File: src/rc6_pkg.sv
// ----------------------------------------------------------------------------
// rc6_pkg
// Shared types, constants and word functions for the RC6 block cipher.
// ----------------------------------------------------------------------------
`default_nettype none

package rc6_pkg;

  // Word and rotation sizes.
  localparam int WORD_BITS = 32;
  localparam int ROT_W     = 5;

  // Defaults for the top-level parameters.
  localparam int MAX_ROUNDS_DEF    = 20;
  localparam int MAX_KEY_BYTES_DEF = 32;

  // Configuration port sizes and reset values.
  localparam int CFG_IDX_W  = 3;
  localparam int CFG_DATA_W = 64;
  localparam int KEY_BITS   = 4 * CFG_DATA_W;
  localparam int ROUNDS_W   = 5;
  localparam int KEYLEN_W   = 6;
  localparam logic [ROUNDS_W-1:0] RESET_ROUNDS     = 5'd20;
  localparam logic [KEYLEN_W-1:0] RESET_KEY_LENGTH = 6'd16;

  typedef logic [WORD_BITS-1:0] word_t;

  // Magic constants of the key schedule.
  localparam word_t P32 = 32'hB7E1_5163;
  localparam word_t Q32 = 32'h9E37_79B9;

  // Fixed rotations.
  localparam logic [ROT_W-1:0] QUAD_ROT = 5'd5;
  localparam logic [ROT_W-1:0] MIX_ROT  = 5'd3;

  // Command codes of an input word.
  typedef enum logic [1:0] {
    CMD_EXPAND  = 2'd0,
    CMD_ENCRYPT = 2'd1,
    CMD_DECRYPT = 2'd2
  } cmd_t;

  // Configuration register indexes.
  typedef enum logic [CFG_IDX_W-1:0] {
    CFG_ROUNDS     = 3'd0,
    CFG_KEY_LENGTH = 3'd1,
    CFG_KEY_LO     = 3'd2,
    CFG_KEY_MID_LO = 3'd3,
    CFG_KEY_MID_HI = 3'd4,
    CFG_KEY_HI     = 3'd5
  } cfg_idx_t;

  // Controller states.
  typedef enum logic [3:0] {
    ST_IDLE,
    ST_KEYLOAD,
    ST_FILL,
    ST_MIX_RD,
    ST_MIX_A,
    ST_MIX_B,
    ST_PRE_RD,
    ST_PRE_APPLY,
    ST_MUL,
    ST_ROUND,
    ST_POST,
    ST_FINISH
  } rc6_state_t;

  // Datapath operations.
  typedef enum logic [3:0] {
    OP_NONE,
    OP_LOAD,
    OP_KEYLOAD,
    OP_FILL,
    OP_MIX_A,
    OP_MIX_B,
    OP_PRE,
    OP_MUL,
    OP_ROUND,
    OP_POST
  } rc6_op_t;

  // Command bundle from the controller to the datapath.
  typedef struct packed {
    rc6_op_t op;
    logic    decrypt;
    logic    rd_en;
    logic    out_load;
    logic    out_zero;
    logic    out_status;
  } rc6_ctrl_t;

  // Rotate left; a rotation by zero passes the word through.
  function automatic word_t rotl(input word_t x, input logic [ROT_W-1:0] n);
    logic [2*WORD_BITS-1:0] dbl;
    dbl = {x, x} << n;
    return dbl[2*WORD_BITS-1:WORD_BITS];
  endfunction

  // Rotate right; a rotation by zero passes the word through.
  function automatic word_t rotr(input word_t x, input logic [ROT_W-1:0] n);
    logic [2*WORD_BITS-1:0] dbl;
    dbl = {x, x} >> n;
    return dbl[WORD_BITS-1:0];
  endfunction

endpackage

`default_nettype wire

File: src/rc6_ctrl.sv
// ----------------------------------------------------------------------------
// rc6_ctrl
// Sequencer for key expansion, encryption and decryption. Holds the loop
// counters, the latched key-schedule sizes and the output handshake.
// ----------------------------------------------------------------------------
`default_nettype none

module rc6_ctrl #(
  parameter int MAX_ROUNDS    = rc6_pkg::MAX_ROUNDS_DEF,
  parameter int MAX_KEY_BYTES = rc6_pkg::MAX_KEY_BYTES_DEF
) (
  input  wire logic                           clk,
  input  wire logic                           rst,
  input  wire logic                           in_valid,
  output logic                                in_stall,
  input  wire logic [1:0]                     cmd,
  input  wire logic [rc6_pkg::ROUNDS_W-1:0]   cfg_rounds,
  input  wire logic [rc6_pkg::KEYLEN_W-1:0]   cfg_key_length,
  output logic                                out_valid,
  input  wire logic                           out_stall,
  output rc6_pkg::rc6_ctrl_t                  ctrl,
  output logic [$clog2(2*MAX_ROUNDS+4)-1:0]   rd_base,
  output logic [$clog2(2*MAX_ROUNDS+4)-1:0]   wr_idx,
  output logic [(((MAX_KEY_BYTES+3)/4) > 1 ? $clog2((MAX_KEY_BYTES+3)/4) : 1)-1:0] kw_idx,
  output logic [$clog2(MAX_KEY_BYTES+1)-1:0]  key_len
);

  import rc6_pkg::*;

  localparam int TABLE_SIZE = 2 * MAX_ROUNDS + 4;
  localparam int IDX_W      = $clog2(TABLE_SIZE);
  localparam int KEY_WORDS  = (MAX_KEY_BYTES + 3) / 4;
  localparam int KW_IDX_W   = (KEY_WORDS > 1) ? $clog2(KEY_WORDS) : 1;
  localparam int ROUND_W    = $clog2(MAX_ROUNDS + 1);
  localparam int BYTE_W     = $clog2(MAX_KEY_BYTES + 1);
  localparam int STEP_MAX   = 3 * ((KEY_WORDS > TABLE_SIZE) ? KEY_WORDS : TABLE_SIZE);
  localparam int STEP_W     = $clog2(STEP_MAX);

  rc6_state_t state, state_next;

  logic                keys_valid;
  logic [ROUND_W-1:0]  lat_r;
  logic [IDX_W-1:0]    nk_last;
  logic [KW_IDX_W-1:0] key_last;
  logic [STEP_W-1:0]   steps_last;
  logic                dec_mode;
  logic                res_zero;
  logic                res_status;
  logic [ROUND_W-1:0]  rnd;
  logic [IDX_W-1:0]    idx_i;
  logic [KW_IDX_W-1:0] idx_j;
  logic [STEP_W-1:0]   step;

  logic                in_accept;
  logic                is_block;
  logic [31:0]         r_sat;
  logic [31:0]         b_sat;
  logic [31:0]         c_cnt;
  logic [31:0]         nk_cnt;
  logic [31:0]         mx_cnt;
  logic [31:0]         steps_cnt;
  logic [IDX_W-1:0]    hi_base;
  logic [IDX_W-1:0]    pre_base;
  logic [IDX_W-1:0]    post_base;
  logic [ROUND_W-1:0]  rnd_next;
  logic                round_last;
  logic [IDX_W-1:0]    i_next;
  logic [KW_IDX_W-1:0] j_next;
  logic                mix_done;

  assign in_stall  = (state != ST_IDLE);
  assign in_accept = in_valid && !in_stall;
  assign is_block  = (cmd == CMD_ENCRYPT) || (cmd == CMD_DECRYPT);
  assign wr_idx    = idx_i;
  assign kw_idx    = idx_j;

  // Key-schedule sizes from the configuration, saturated to the build limits.
  always_comb begin
    r_sat = (32'(cfg_rounds) > 32'(MAX_ROUNDS)) ? 32'(MAX_ROUNDS) : 32'(cfg_rounds);
    b_sat = (32'(cfg_key_length) > 32'(MAX_KEY_BYTES)) ? 32'(MAX_KEY_BYTES)
                                                       : 32'(cfg_key_length);
    c_cnt = (b_sat + 32'd3) >> 2;
    if (c_cnt == 32'd0) begin
      c_cnt = 32'd1;
    end
    nk_cnt    = (r_sat << 1) + 32'd4;
    mx_cnt    = (c_cnt > nk_cnt) ? c_cnt : nk_cnt;
    steps_cnt = (mx_cnt << 1) + mx_cnt - 32'd1;
  end

  // Table addresses and loop indexes.
  always_comb begin
    hi_base    = nk_last - IDX_W'(1);
    pre_base   = dec_mode ? hi_base : '0;
    post_base  = dec_mode ? '0 : hi_base;
    rnd_next   = dec_mode ? (rnd - ROUND_W'(1)) : (rnd + ROUND_W'(1));
    round_last = dec_mode ? (rnd == ROUND_W'(1)) : (rnd == lat_r);
    i_next     = (idx_i == nk_last) ? '0 : (idx_i + IDX_W'(1));
    j_next     = (idx_j == key_last) ? '0 : (idx_j + KW_IDX_W'(1));
    mix_done   = (step == steps_last);
  end

  // Next state and datapath commands.
  always_comb begin
    state_next      = state;
    ctrl            = '0;
    ctrl.op         = OP_NONE;
    ctrl.decrypt    = dec_mode;
    rd_base         = '0;
    unique case (state)
      ST_IDLE: begin
        if (in_valid) begin
          unique case (cmd) inside
            CMD_EXPAND: begin
              state_next = ST_KEYLOAD;
            end
            CMD_ENCRYPT, CMD_DECRYPT: begin
              if (keys_valid) begin
                ctrl.op    = OP_LOAD;
                state_next = ST_PRE_RD;
              end else begin
                state_next = ST_FINISH;
              end
            end
            default: begin
              state_next = ST_FINISH;
            end
          endcase
        end
      end
      ST_KEYLOAD: begin
        ctrl.op    = OP_KEYLOAD;
        state_next = ST_FILL;
      end
      ST_FILL: begin
        ctrl.op = OP_FILL;
        if (idx_i == nk_last) begin
          state_next = ST_MIX_RD;
        end
      end
      ST_MIX_RD: begin
        ctrl.rd_en = 1'b1;
        rd_base    = idx_i;
        state_next = ST_MIX_A;
      end
      ST_MIX_A: begin
        ctrl.op    = OP_MIX_A;
        state_next = ST_MIX_B;
      end
      ST_MIX_B: begin
        ctrl.op = OP_MIX_B;
        if (mix_done) begin
          state_next = ST_FINISH;
        end else begin
          ctrl.rd_en = 1'b1;
          rd_base    = i_next;
          state_next = ST_MIX_A;
        end
      end
      ST_PRE_RD: begin
        ctrl.rd_en = 1'b1;
        rd_base    = pre_base;
        state_next = ST_PRE_APPLY;
      end
      ST_PRE_APPLY: begin
        ctrl.op    = OP_PRE;
        ctrl.rd_en = 1'b1;
        if (lat_r == '0) begin
          rd_base    = post_base;
          state_next = ST_POST;
        end else begin
          rd_base    = IDX_W'({rnd, 1'b0});
          state_next = ST_MUL;
        end
      end
      ST_MUL: begin
        ctrl.op    = OP_MUL;
        state_next = ST_ROUND;
      end
      ST_ROUND: begin
        ctrl.op    = OP_ROUND;
        ctrl.rd_en = 1'b1;
        if (round_last) begin
          rd_base    = post_base;
          state_next = ST_POST;
        end else begin
          rd_base    = IDX_W'({rnd_next, 1'b0});
          state_next = ST_MUL;
        end
      end
      ST_POST: begin
        ctrl.op    = OP_POST;
        state_next = ST_FINISH;
      end
      ST_FINISH: begin
        // The result register is free when empty or being taken this cycle.
        if (!out_valid || !out_stall) begin
          ctrl.out_load   = 1'b1;
          ctrl.out_zero   = res_zero;
          ctrl.out_status = res_status;
          state_next      = ST_IDLE;
        end
      end
      default: begin
        state_next = ST_IDLE;
      end
    endcase
  end

  // State register, output handshake and key status.
  always_ff @(posedge clk) begin
    if (rst) begin
      state      <= ST_IDLE;
      out_valid  <= 1'b0;
      keys_valid <= 1'b0;
      lat_r      <= '0;
    end else begin
      state <= state_next;
      if (ctrl.out_load) begin
        out_valid <= 1'b1;
      end else if (!out_stall) begin
        out_valid <= 1'b0;
      end
      if (state == ST_MIX_B && mix_done) begin
        keys_valid <= 1'b1;
      end
      if (in_accept && cmd == CMD_EXPAND) begin
        lat_r <= ROUND_W'(r_sat);
      end
    end
  end

  // Per-item settings, latched sizes and loop counters.
  always_ff @(posedge clk) begin
    if (in_accept) begin
      dec_mode   <= (cmd == CMD_DECRYPT);
      res_zero   <= !(is_block && keys_valid);
      res_status <= is_block && !keys_valid;
      rnd        <= (cmd == CMD_DECRYPT) ? lat_r : ROUND_W'(1);
      if (cmd == CMD_EXPAND) begin
        nk_last    <= IDX_W'(nk_cnt - 32'd1);
        key_last   <= KW_IDX_W'(c_cnt - 32'd1);
        steps_last <= STEP_W'(steps_cnt);
        key_len    <= BYTE_W'(b_sat);
      end
    end
    unique case (state)
      ST_KEYLOAD: begin
        idx_i <= '0;
        idx_j <= '0;
        step  <= '0;
      end
      ST_FILL: begin
        idx_i <= i_next;
      end
      ST_MIX_B: begin
        idx_i <= i_next;
        idx_j <= j_next;
        step  <= step + STEP_W'(1);
      end
      ST_ROUND: begin
        rnd <= rnd_next;
      end
      default: begin
      end
    endcase
  end

endmodule

`default_nettype wire

File: config.mk
export PLATFORM = sky130hd
export DESIGN_NAME = rc6_ctrl
export DESIGN_NICKNAME = d
export VERILOG_FILES = /design/src/rc6_pkg.sv /design/src/rc6_ctrl.sv
export SDC_FILE = /design/constraint.sdc
export NUM_CORES = 1
export LEC_CHECK = 0
export ABC_AREA = 1
export BUFFER_PORTS_ARGS = -buffer_cell sky130_fd_sc_hd__buf_2
export CAP_MARGIN = 20
export CORE_ASPECT_RATIO = 1.5
export CORE_UTILIZATION = 55
export CTS_CLUSTER_SIZE = 8
export DETAILED_ROUTE_END_ITERATION = 6
export PLACE_DENSITY = 0.79
export SLEW_MARGIN = 0
export SYNTH_ARGS = -nofsm -noshare
export SYNTH_HDL_FRONTEND = slang
export SYNTH_SLANG_ARGS = --single-unit
File: constraint.sdc
create_clock -name clk -period 5.1 [get_ports clk]
set_input_delay 0.765 -clock clk [delete_from_list [all_inputs] [get_ports clk]]
set_output_delay 0.765 -clock clk [all_outputs]
set_load 0.005 [all_outputs]
# [Word-level counts from Yosys, hierarchy flattened]
# Cells that the tools add are included.
[totals] output_inout_bits=32 inputBits=17 register_bits=59 elab_cells=116
[op_classes] reduce_logical=25 n_eq_ne=22 add_sub_neg=12 muxes=39 magnitude_cmp=3
[ops] op="case mux 4 bit (12 select lines)" n=1
[ops] op="2-to-1 mux 6 bit" n=7
[ops] op="case mux 4 bit (9 select lines)" n=1
[ops] op="zero test 32 bit" n=1
[ops] op="2-to-1 mux 5 bit" n=6
[ops] op="case mux 6 bit (5 select lines)" n=1
[ops] op="2-to-1 mux 4 bit" n=5
[ops] op="equality test 4 x 3 -> 1 bit, second input constant" n=4
[ops] op="equality test 4 bit, second input constant" n=4
[ops] op="case mux 8 bit (2 select lines)" n=1
[ops] op="case mux 6 bit (2 select lines)" n=1
[ops] op="subtractor 6 x 1 -> 6 bit, second input constant" n=2
[ops] op="2-to-1 mux 3 bit" n=3
[ops] op="adder 8 x 1 -> 8 bit, second input constant" n=1
[ops] op="adder 8 x 7 -> 8 bit" n=1
[ops] op="equality test 4 x 2 -> 1 bit, second input constant" n=2
[ops] op="equality test 8 bit" n=1
[ops] op="case mux 4 bit (2 select lines)" n=1
[ops] op="subtractor 8 x 1 -> 8 bit, second input constant" n=1
[ops] op="adder 6 x 2 -> 7 bit, second input constant" n=1
[ops] op="adder 6 x 3 -> 7 bit, second input constant" n=1
[ops] op="> comparator 5 x 7 -> 1 bit" n=1
[ops] op="2-to-1 mux 1 bit" n=7
[ops] op="2-to-1 mux 7 bit" n=1
[ops] op="other kinds (31)" n=46

# [Longest topological paths before layout]
[depth] word_depth=9 ltp_mapped=24 depth_no_buf=24

# [Least setup slack after synthesis]
# OpenSTA, ideal clock, no wires.
[synth_timing] path_type="input -> register" start="input port cfg_rounds[2] in the netlist's numbering" end="register steps_last[7], data pin" setup_slack_ns=1.029 setup_time_ns=0.252 path_buffers=0 t_required_ns=4.848 path_stages=22 arrival_time_ns=3.819 cell_sequence="inv_1 o21ai_0 nand2_1 nand2_1 inv_1 ha_1 inv_1 ha_1 o211ai_1 a21oi_1 nand2_2 nand2_1 o21ai_0 ha_1 inv_1 ha_1 a21oi_1 nor3_1 a211oi_1 nand2_1 nand2_1 nand2_1"
[synth_via] elab_chain_cells=7
[synth_rtl] item="start, declared" line="rc6_ctrl.sv:17" text="input wire logic [rc6_pkg::ROUNDS_W-1:0] cfg_rounds,"
[synth_rtl] item="> comparator 5 bit *" line="rc6_ctrl.sv:79" text="r_sat = (32'(cfg_rounds) > 32'(MAX_ROUNDS)) ? 32'(MAX_ROUNDS) : 32'(cfg_rounds);"
[synth_rtl] item="2-to-1 mux 5 bit *" line="rc6_ctrl.sv:79"
[synth_rtl] item="named net r_sat[1]" line="rc6_ctrl.sv:56" text="logic [31:0] r_sat;"
[synth_rtl] item="adder 6 x 3 -> 7 bit *" line="rc6_ctrl.sv:86" text="nk_cnt = (r_sat << 1) + 32'd4;"
[synth_rtl] item="> comparator 5 x 7 -> 1 bit" line="rc6_ctrl.sv:87" text="mx_cnt = (c_cnt > nk_cnt) ? c_cnt : nk_cnt;"
[synth_rtl] item="2-to-1 mux 7 bit *" line="rc6_ctrl.sv:87"
[synth_rtl] item="adder 8 x 7 -> 8 bit *" line="rc6_ctrl.sv:88" text="steps_cnt = (mx_cnt << 1) + mx_cnt - 32'd1;"
[synth_rtl] item="subtractor 8 x 1 -> 8 bit *" line="rc6_ctrl.sv:88"
[synth_rtl] item="named net steps_cnt[7]" line="rc6_ctrl.sv:61" text="logic [31:0] steps_cnt;"
[synth_rtl] item="end signal, assigned" line="rc6_ctrl.sv:243" text="steps_last <= STEP_W'(steps_cnt);"
[synth_rtl] item="end, declared" line="rc6_ctrl.sv:45" text="logic [STEP_W-1:0] steps_last;"
# Mark *: on every way through the listed nets, which the timed path passes. The rest lies on a longest branch.
# A chain may end at the register's enable or synchronous reset.

# [Worst setup path after layout]
# Same ends and word-level chain as after synthesis.

==> out/qor.txt <==
drt pass-1 iters: 5
CP Data Required Time: 5200 ps
Tightest Pin Transition: 976 ps
r2r setup slk: 2880 ps
Clock power frac: 0.187
PwrDens: 411 mW/mm^2
Final Non-Filler Cells: 668
DRT Wirelength: 9350 um
syn nets: 553
max frequency: 231 MHz
cell area after layout: 0.00455 sq mm
Post-synth ARST share: 0
worst skew pair latency: 340 ps
crit path capture type: flip-flop
io pins: 49
CP Class: in2reg
outcome: finished clean
Die H: 107 um
Fin. Hold Viols: 0
Wirelength per Cell: 14.0 um
combinational power share: 0.406
Final TNS setup: 0 ps
Post-CTS Repair Setup Buffers: 0
Final Util: 0.634
placed insts: 652
Core Region: 0.00718 sq mm
# rows: 38
cts hold-fix bufs: 0
path depth of the worst reg2reg path: 10
worst reg2reg endpoint: lat_r[2]$_SDFFE_PP0P_
maximum VDD drop: 0.000216 V
Synth top area share: 0.348
Clock transition at path regs: 60 ps
total power after layout: 1.87 mW
main flop type after synthesis: edfxtp_1
CTS Sinks: 58
worst slack, placed: 481 ps
RSZ-0062 raised after global routing: false
CTS buffer count: 9
total gr overflow: 0
Max Cap Violations: 0
clk root buf: clkbuf_8
Seq/Total Area, Yosys: 0.402
internal power: 1.11 mW
Worst R2R Start: state[1]$_SDFFE_PP0P_
CTS tree: yes
Layout area overhead: 12.2%
share of cells above drive strength 1: 0.139
number of synthesized flops with an enable pin: 47
largest net degree at the start of global routing: 33
placed inst area: 0.00440 sq mm
Synth Register Bits: 58
DP Wirelength: 7310 um
Initial Util: 0.565
Avg Vias per Cell: 5.36
net switching power: 0.762 mW
Port Buffer Count: 48
Critical Path Source Type: input port
GP Congestion: 0.925
post-CTS sizing: 0
cell taking the most area after synthesis: edfxtp_1
antenna violations before repair: 0
total track usage: 0.261
Worst Clk Skew: 7.47 ps
top cells by area, synth: edfxtp_1 35%, ha_1 8.3%, inv_1 8.1%
Final Cycle Share: 0.850
clk buf depth: 2
Hold Crit Class: reg2reg
Final WS setup: 764 ps
Mapped Cells: 509
DR iter-0 viols: 343
Slew HR: 0.347
nets: 607
worst hold slack: 500 ps
vias: 3583
DR DRC count: 0
HP Start: keys_valid$_SDFFE_PP0P_
Period minus WS final: 4340 ps
post-synthesis cell area: 0.00406 sq mm
Hold EP: keys_valid$_SDFFE_PP0P_
Sw Ratio: 0.407
Yosys cell types: 41
Synth Area per Inst: 7.97 sq um
hold depth: 2
Reg power frac: 0.407
chip width: 72.1 um
n_diodes: 0
CP Max Fanout: 5
Worst EP arrival: 4440 ps
first-pass GRT wire length: 15400 um
leakage power total: 2.08 nW
Setup-failing EPs final: 0
H-tree levels: 3
DIE AREA: 0.00773 sq mm
Final ANT Viol Nets: 0
Slew Viols, Final: 0
Synthesis Warnings: 0
number of global-route vias before repair: 3507
power by group through the flow:
stage	Sequential (mW)	Combinational, mW	Clock [mW]
after floorplan	0.728	0.565	0
after global placement	0.763	0.732	0
after global routing	0.772	0.864	0.375
after detailed placement	0.769	0.750	0
after CTS	0.759	0.756	0.354
final	0.762	0.760	0.349
synthesized netlist by cell type (3+ instances only):
| cell type | number |
|---|---|
| inv_1 | 87 |
| nand2_1 | 85 |
| nor2_1 | 66 |
| edfxtp_1 | 47 |
| o21ai_0 | 31 |
| a21oi_1 | 30 |
| ha_1 | 27 |
| nand3_1 | 25 |
| xnor2_1 | 15 |
| dfxtp_1 | 11 |
| xor2_1 | 10 |
| nor3_1 | 9 |
| nand2_2 | 6 |
| o211ai_1 | 6 |
| a211oi_1 | 4 |
| a31oi_1 | 4 |
| o31ai_1 | 4 |
| clkbuf_1 | 3 |
| nand4_1 | 3 |
| nor2_4 | 3 |
| o221ai_1 | 3 |
| o311ai_0 | 3 |
sequential cells by signal, summed over array words and instances (netlist names), 3 cells and up:
| name | count |
|---|---|
| key_len | 6 |
| rnd | 5 |
| lat_r | 5 |
| key_last | 3 |
| step | 8 |
| nk_last | 5 |
| steps_last | 8 |
| kw_idx | 3 |
| wr_idx | 6 |
| state | 4 |
critical path, cell delays in order:
cell,delay (ps)
buf_2,80
inv_1,70
o21ai_0,170
nand2_1,120
nand2_1,150
inv_1,120
ha_1,240
xnor2_1,300
ha_1,210
o211ai_1,90
a21oi_1,280
nand2_2,150
o21ai_0,290
ha_1,280
inv_1,60
ha_1,270
a21oi_1,260
nor3_1,80
a211oi_1,260
nand2_1,100
nand2_1,70
nand2_1,50
worst max path at each step:
stage	end	startpoint	slack, ps	depth (start not counted)
2_1_floorplan	steps_last[7]$_DFFE_PP_	cfg_rounds[2]	1030	22
5_1_grt	steps_last[6]$_DFFE_PP_	cfg_rounds[2]	380	22
4_1_cts	steps_last[7]$_DFFE_PP_	cfg_rounds[2]	810	22
3_3_place_gp	steps_last[7]$_DFFE_PP_	cfg_rounds[2]	710	22
6_report	steps_last[7]$_DFFE_PP_	cfg_rounds[2]	760	22
3_5_place_dp	steps_last[7]$_DFFE_PP_	cfg_rounds[2]	480	22
layout by cell type (no fill, tap or decap), types with 2 or more instances in the layout:
| master | count |
|---|---|
| inv_1 | 87 |
| nand2_1 | 85 |
| nor2_1 | 65 |
| buf_2 | 48 |
| edfxtp_1 | 47 |
| o21ai_0 | 31 |
| a21oi_1 | 30 |
| ha_1 | 27 |
| nand3_1 | 25 |
| xnor2_1 | 15 |
| dfxtp_1 | 11 |
| xor2_1 | 10 |
| nor3_1 | 9 |
| clkbuf_8 | 9 |
| clkbuf_1 | 7 |
| nand2_2 | 6 |
| o211ai_1 | 6 |
| o31ai_1 | 4 |
| a211oi_1 | 4 |
| a31oi_1 | 4 |
| o311ai_0 | 3 |
| nor2_4 | 3 |
| nand4_1 | 3 |
| o221ai_1 | 3 |
| nand3_2 | 2 |
| or2_2 | 2 |
| o22ai_1 | 2 |
| o21a_1 | 2 |
| nor4_1 | 2 |
| nor3b_1 | 2 |
| conb_1 | 2 |
kinds of logic after synthesis:
group           after synthesis  synth area share
compound gates               94             0.139
flops                        58             0.402
xor+xnor                     25            0.0540
other cells                   2           0.00185
buf+inv                      94            0.0892
fa+ha+maj                    27            0.0833
simple gates                209             0.230
layer usage:
| layer | track usage | wire, um | vias up |
|---|---|---|---|
| li1 | - | - | 1810 |
| met1 | 0.262 | 3630 | 1634 |
| met2 | 0.485 | 5080 | 110 |
| met3 | 0.0489 | 329 | 29 |
| met4 | 0.151 | 314 | 0 |
| met5 | 0 | 0 | - |
layout make-up:
class	count	area [sq um]
Tap cell	100	125
Clock buffer	16	150
Sequential cell	58	1630
Fill cell	619	2630
Timing Repair Buffer	49	248
Multi-Input combinational cell	357	2060
Inverter	88	330
Power figures use the tool's default switching activity.
